===== config.mk =====
export PLATFORM = sky130hd
export DESIGN_NAME = sru_vec_mem
export DESIGN_NICKNAME = d
export VERILOG_FILES = /design/src/sv/sru_pkg.sv /design/src/sv/sru_vec_mem.sv
export SDC_FILE = /design/constraint.sdc
export NUM_CORES = 2
export LEC_CHECK = 0
export ABC_CLOCK_PERIOD_IN_PS = 6580
export BUFFER_PORTS_ARGS = -buffer_cell sky130_fd_sc_hd__buf_2
export CORE_ASPECT_RATIO = 0.5
export CORE_MARGIN = 8
export CORE_UTILIZATION = 35
export CTS_CLUSTER_DIAMETER = 40
export DETAILED_ROUTE_END_ITERATION = 10
export PLACE_DENSITY_LB_ADDON = 0.12
export SLEW_MARGIN = 20
export SYNTH_ARGS = -nofsm -noshare
export SYNTH_HDL_FRONTEND = slang
export SYNTH_SLANG_ARGS = --single-unit
export TNS_END_PERCENT = 5

===== constraint.sdc =====
create_clock -name clk -period 6.58 [get_ports clk]
set_input_delay 1.316 -clock clk [delete_from_list [all_inputs] [get_ports clk]]
set_output_delay 1.316 -clock clk [all_outputs]
set_load 0.05 [all_outputs]

===== src/sv/sru_pkg.sv =====
package sru_pkg;

    // x store geometry
    localparam int MAX_SIZE = 64;
    localparam int VEC_AW   = $clog2(MAX_SIZE);

    // field widths
    localparam int IDX_W   = 6;
    localparam int N_W     = 7;
    localparam int X_W     = 16;
    localparam int A_W     = 32;
    localparam int CFG_W   = 16;
    localparam int CIDX_W  = 3;
    localparam int WORD_W  = 2 * X_W;

    // datapath widths
    localparam int PROD_W     = 2 * X_W;
    localparam int PSUM_W     = PROD_W + 1;
    localparam int APROD_W    = X_W + PSUM_W;
    localparam int ASUM_W     = APROD_W + 1;
    localparam int FRAC_SHIFT = 27;
    localparam int RND_W      = ASUM_W - FRAC_SHIFT;
    localparam logic signed [ASUM_W-1:0] RND_HALF = ASUM_W'(1) <<< (FRAC_SHIFT - 1);

    // command codes
    localparam logic CMD_LOAD   = 1'b0;
    localparam logic CMD_UPDATE = 1'b1;

    // status codes
    localparam logic [1:0] ST_OK    = 2'd0;
    localparam logic [1:0] ST_RANGE = 2'd1;
    localparam logic [1:0] ST_SAT   = 2'd2;

    // register indexes
    localparam logic [CIDX_W-1:0] REG_N          = 3'd0;
    localparam logic [CIDX_W-1:0] REG_ALPHA_RE   = 3'd1;
    localparam logic [CIDX_W-1:0] REG_ALPHA_IM   = 3'd2;
    localparam logic [CIDX_W-1:0] REG_HERMITIAN  = 3'd3;
    localparam logic [CIDX_W-1:0] REG_ACCUMULATE = 3'd4;
    localparam logic [CIDX_W-1:0] REG_CONJ_X     = 3'd5;

    typedef struct packed {
        logic                    command;
        logic [IDX_W-1:0]        vec_index;
        logic signed [X_W-1:0]   x_real;
        logic signed [X_W-1:0]   x_imag;
        logic [IDX_W-1:0]        row;
        logic [IDX_W-1:0]        col;
        logic signed [A_W-1:0]   a_real;
        logic signed [A_W-1:0]   a_imag;
    } req_t;

    typedef struct packed {
        logic [IDX_W-1:0]        out_row;
        logic [IDX_W-1:0]        out_col;
        logic signed [A_W-1:0]   new_real;
        logic signed [A_W-1:0]   new_imag;
        logic [1:0]              status;
    } rsp_t;

    // arithmetic controls, static while requests are in flight
    typedef struct packed {
        logic signed [X_W-1:0]   alpha_re;
        logic signed [X_W-1:0]   alpha_im;
        logic                    hermitian;
        logic                    conj_x;
    } cfg_t;

    // sideband that travels with an update through the pipeline
    typedef struct packed {
        logic                    valid;
        logic                    err;
        logic                    diag;
        logic [IDX_W-1:0]        row;
        logic [IDX_W-1:0]        col;
        logic signed [A_W-1:0]   a_real;
        logic signed [A_W-1:0]   a_imag;
    } tag_t;

endpackage


===== src/sv/sru_vec_mem.sv =====
module sru_vec_mem (
    input  logic                          clk,
    input  logic                          we,
    input  logic [sru_pkg::VEC_AW-1:0]    waddr,
    input  logic [sru_pkg::WORD_W-1:0]    wdata,
    input  logic                          re,
    input  logic [sru_pkg::VEC_AW-1:0]    raddr_a,
    input  logic [sru_pkg::VEC_AW-1:0]    raddr_b,
    output logic [sru_pkg::WORD_W-1:0]    rdata_a,
    output logic [sru_pkg::WORD_W-1:0]    rdata_b
);
    import sru_pkg::*;

    logic [WORD_W-1:0] mem [MAX_SIZE];

    always_ff @(posedge clk)
    begin
        if (we)
        begin
            mem[waddr] <= wdata;
        end
    end

    always_ff @(posedge clk)
    begin
        if (re)
        begin
            rdata_a <= mem[raddr_a];
            rdata_b <= mem[raddr_b];
        end
    end

endmodule


==> results_dict.tcl <==
set metrics [dict create \
    post_cts_buffers 0 \
    setup_total_negative_slack_ns 0 \
    worst_hold_path_type "reg2reg" \
    synth_largest_type_area_fraction 0.6586 \
    synth_area_leaders "sky130_fd_sc_hd__edfxtp_1 66%, sky130_fd_sc_hd__mux4_2 26%, sky130_fd_sc_hd__mux2i_1 2.1%, sky130_fd_sc_hd__a22oi_1 0.66%, sky130_fd_sc_hd__buf_2 0.63%" \
    finalHoldViolations 0 \
    setup_viol 0 \
    max_cap_viol_count 0 \
    avgSynthCellArea_sq_um 21.83 \
    worst_hold_path.endpoint "rdata_b[2]" \
    max_freq_mhz 234.3 \
    initial_core_utilization 0.3511 \
    final_min_period_over_clock_period 0.6487 \
    clock_skew_ns 0.04149 \
    edff_count_synth 2112 \
    clock-sinks 2112 \
    worst-r2r-setup-slack_ns 3.84 \
    via_count 53640 \
    run_status "finished clean" \
    grt_max_degree 112 \
    synth.cell_area_sq_um 96300 \
    clock-root-buffer "sky130_fd_sc_hd__clkbuf_16" \
    placed_cells_incl_taps 8073 \
    max-vdd-ir-drop_uv 178.3 \
    holdBufCountCts 0 \
    syn_nets 4465 \
    instances_no_fill 8559 \
    criticalPathCategory "in2reg" \
    drtPass1Iterations 5 \
    r2r_end "rdata_b[12]" \
    worst_skew_pair.late_latency_ns 0.84 \
    number_of_nets_with_antenna_violations_after_routing 0 \
    drt-vias-per-instance 6.267 \
    critical_path.max_fanout 58 \
    synth.distinct_cells 37 \
    power.density_cell_area_nw_per_um2 292.5 \
    synth_largest_area_cell "sky130_fd_sc_hd__edfxtp_1" \
    endpoint_kind "register" \
    synthFlopType "sky130_fd_sc_hd__edfxtp_1" \
    die_width_um 757.8 \
    antenna_found_initial 46 \
    io-pin-count 117 \
    worst_slew_margin_rel 0.1929 \
    worstMarginPinSlew_ns 1.211 \
    report.final.slew_viol_count 0 \
    p_leak_nw 34.73 \
    worst_ep_required_time_ns 7.09 \
    last_weighted_congestion_value_of_the_routability_driven_placer 0.8106 \
    fin_crit_ns 4.268 \
    final_critical_path_setup_slack_ns 2.312 \
    ctsLongestPathBuffers 4 \
    drt-total-wl_um 354600 \
    netlist_instances 4412 \
    die_h_um 386.9 \
    final_nets 4741 \
    synth_sequential_area_ratio 0.6586 \
    floorplan.die_area_sq_um 293200 \
    ys_async_sr_fraction 0 \
    cp.arrival_ns 4.78 \
    area.growth.synth_to_final_pct 15.74 \
    worstHoldPathCells 4 \
    detailedPlacementHpwl_um 213300 \
    number_of_drc_markers_in_iteration_0 7157 \
    drcViolationCount 0 \
    yosys_warnings 0 \
    grt_setup_unrepaired "false" \
    hp-start "mem[14][2]" \
    cts_made_buffers 270 \
    post_drt_wl_per_cell_um 41.43 \
    clk_pin_slew_worst_paths_ns 0.06 \
    grt_pass1_wl_um 480100 \
    synth-seq-cells 2112 \
    dp_worst_setup_slack_ns 1.476 \
    core.rowCount 136 \
    post_cts.resized_instances 0 \
    critical_path.startpoint_type "primary input" \
    port_buffers 116 \
    gr-usage-all-layers 0.2371 \
    r2r_start "mem[56][12]" \
    worst_case_reg_to_reg_path_depth 4 \
    h-tree-depth 5 \
    num-fill-cells 23960 \
    cts_tree "built" \
    first_global_vias 54490 \
    coreArea_sq_um 274300 \
    drive_gt1_frac 0.4098 \
    grt.overflow.total 0 \
]
-- how the worst max path moves through the flow --
| stage | from | cells past startpoint | slack (ns) | endpoint |
|---|---|---|---|---|
| after floorplan | waddr[3] | 4 | 2.07 | mem[48][0] |
| after global placement | raddr_b[0] | 8 | 1.15 | rdata_b[24] |
| after detailed placement | raddr_b[0] | 8 | 1.48 | rdata_b[5] |
| after CTS | raddr_b[0] | 8 | 2.38 | rdata_b[5] |
| after global routing | raddr_b[0] | 6 | 2.15 | rdata_b[30] |
| final | raddr_b[0] | 6 | 2.31 | rdata_b[30] |
-- routing by layer --
layer | GRT usage | routed length, um
met3 | 0.08157 | 42790
met4 | 0.05000 | 6949
met1 | 0.3470 | 150800
met2 | 0.3422 | 154000
met5 | 0 | 44
-- kinds of logic (layout without fill, tap and decap cells) --
kind of cell / after synthesis / count (layout) / synth area share
multiplexers: 1364 / 1364 / 0.2883
AO/OA/AOI/OAI: 340 / 340 / 0.02376
AND/OR/NAND/NOR: 248 / 248 / 0.01125
buffers and inverters: 348 / 819 / 0.01814
flip-flops: 2112 / 2112 / 0.6586
other: 0 / 19 / 0
-- registers in the layout (all words and copies together), names as in the netlist --
name,count
rdata_a,32
mem,2048
rdata_b,32
-- final cells by class --
| cell class | count | area, sq um | share of cell area |
|---|---|---|---|
| tap | 3657 | 4576 | 0.04105 |
| antenna | 19 | 47.55 | 0.0004266 |
| clock inverter | 151 | 1589 | 0.01426 |
| sequential | 2112 | 63420 | 0.5690 |
| inverter | 1 | 3.754 | 0.00003368 |
| multi-input combinational | 1952 | 31710 | 0.2845 |
| timing repair buffer | 351 | 2927 | 0.02626 |
| clock buffer | 316 | 7184 | 0.06446 |
-- Yosys cell counts (6+ instances only) --
master and count:
sky130_fd_sc_hd__a32oi_1 9, sky130_fd_sc_hd__o22ai_1 56, sky130_fd_sc_hd__nor2_1 94, sky130_fd_sc_hd__buf_4 55
sky130_fd_sc_hd__a211oi_1 15, sky130_fd_sc_hd__mux4_2 1124, sky130_fd_sc_hd__a22oi_1 85, sky130_fd_sc_hd__o21ai_0 18
sky130_fd_sc_hd__nand2_1 93, sky130_fd_sc_hd__and2_1 6, sky130_fd_sc_hd__o21ai_1 31, sky130_fd_sc_hd__mux2_2 36
sky130_fd_sc_hd__o32a_1 9, sky130_fd_sc_hd__o221ai_1 16, sky130_fd_sc_hd__clkbuf_1 135, sky130_fd_sc_hd__nand3b_1 6
sky130_fd_sc_hd__nand3_1 9, sky130_fd_sc_hd__edfxtp_1 2112, sky130_fd_sc_hd__nand2b_1 8, sky130_fd_sc_hd__a21oi_1 58
sky130_fd_sc_hd__buf_6 11, sky130_fd_sc_hd__buf_2 121, sky130_fd_sc_hd__mux2i_1 204, sky130_fd_sc_hd__buf_1 25
sky130_fd_sc_hd__a221oi_1 13, sky130_fd_sc_hd__nor2b_1 19, sky130_fd_sc_hd__o211ai_1 27
-- critical path, stage by stage --
cell and delay [ns]:
sky130_fd_sc_hd__buf_8 0.54, sky130_fd_sc_hd__buf_4 0.62, sky130_fd_sc_hd__mux4_2 0.60, sky130_fd_sc_hd__mux4_2 0.53, sky130_fd_sc_hd__o22ai_1 0.73, sky130_fd_sc_hd__a21oi_1 0.21
-- where the power goes --
| part | leakage, nW | internal, mW | switching [mW] |
|---|---|---|---|
| Combinational | 11.4 | 1.00 | 1.76 |
| Sequential | 19.1 | 15.0 | 0.0933 |
| Clock | 4.24 | 8.83 | 5.97 |
| Total | 34.7 | 24.8 | 7.82 |
-- stage by stage --
stage / utilization / instance area, sq um / power [mW] / hold WS (ns)
5_1_grt: 0.4062 / 111400 / 33.47 / 1.025
3_3_place_gp: 0.3735 / 102400 / 18.05 / 0.9987
2_1_floorplan: - / 96300 / 16.84 / 0.8570
3_5_place_dp: 0.3739 / 102600 / 18.08 / 0.9826
6_report: 0.4063 / 111500 / 32.60 / 0.9964
4_1_cts: 0.4059 / 111300 / 32.83 / 0.9770
-- placed cells by master, fill, tap and decap left out, drive strengths merged, types with 8 or more instances in the layout --
| cell | n |
|---|---|
| nand3 | 9 |
| a32oi | 9 |
| nand2b | 8 |
| nand2 | 93 |
| mux4 | 1124 |
| clkinvlp | 20 |
| clkbuf | 316 |
| buf | 351 |
| o32a | 9 |
| inv | 33 |
| nor2 | 94 |
| o22ai | 56 |
| a211oi | 15 |
| o221ai | 16 |
| edfxtp | 2112 |
| diode | 19 |
| o21ai | 49 |
| nor2b | 19 |
| a21oi | 58 |
| o211ai | 27 |
| a221oi | 13 |
| clkinv | 75 |
| bufinv | 24 |
| mux2i | 204 |
| a22oi | 85 |
| mux2 | 36 |
Power figures use the tool's default switching activity.
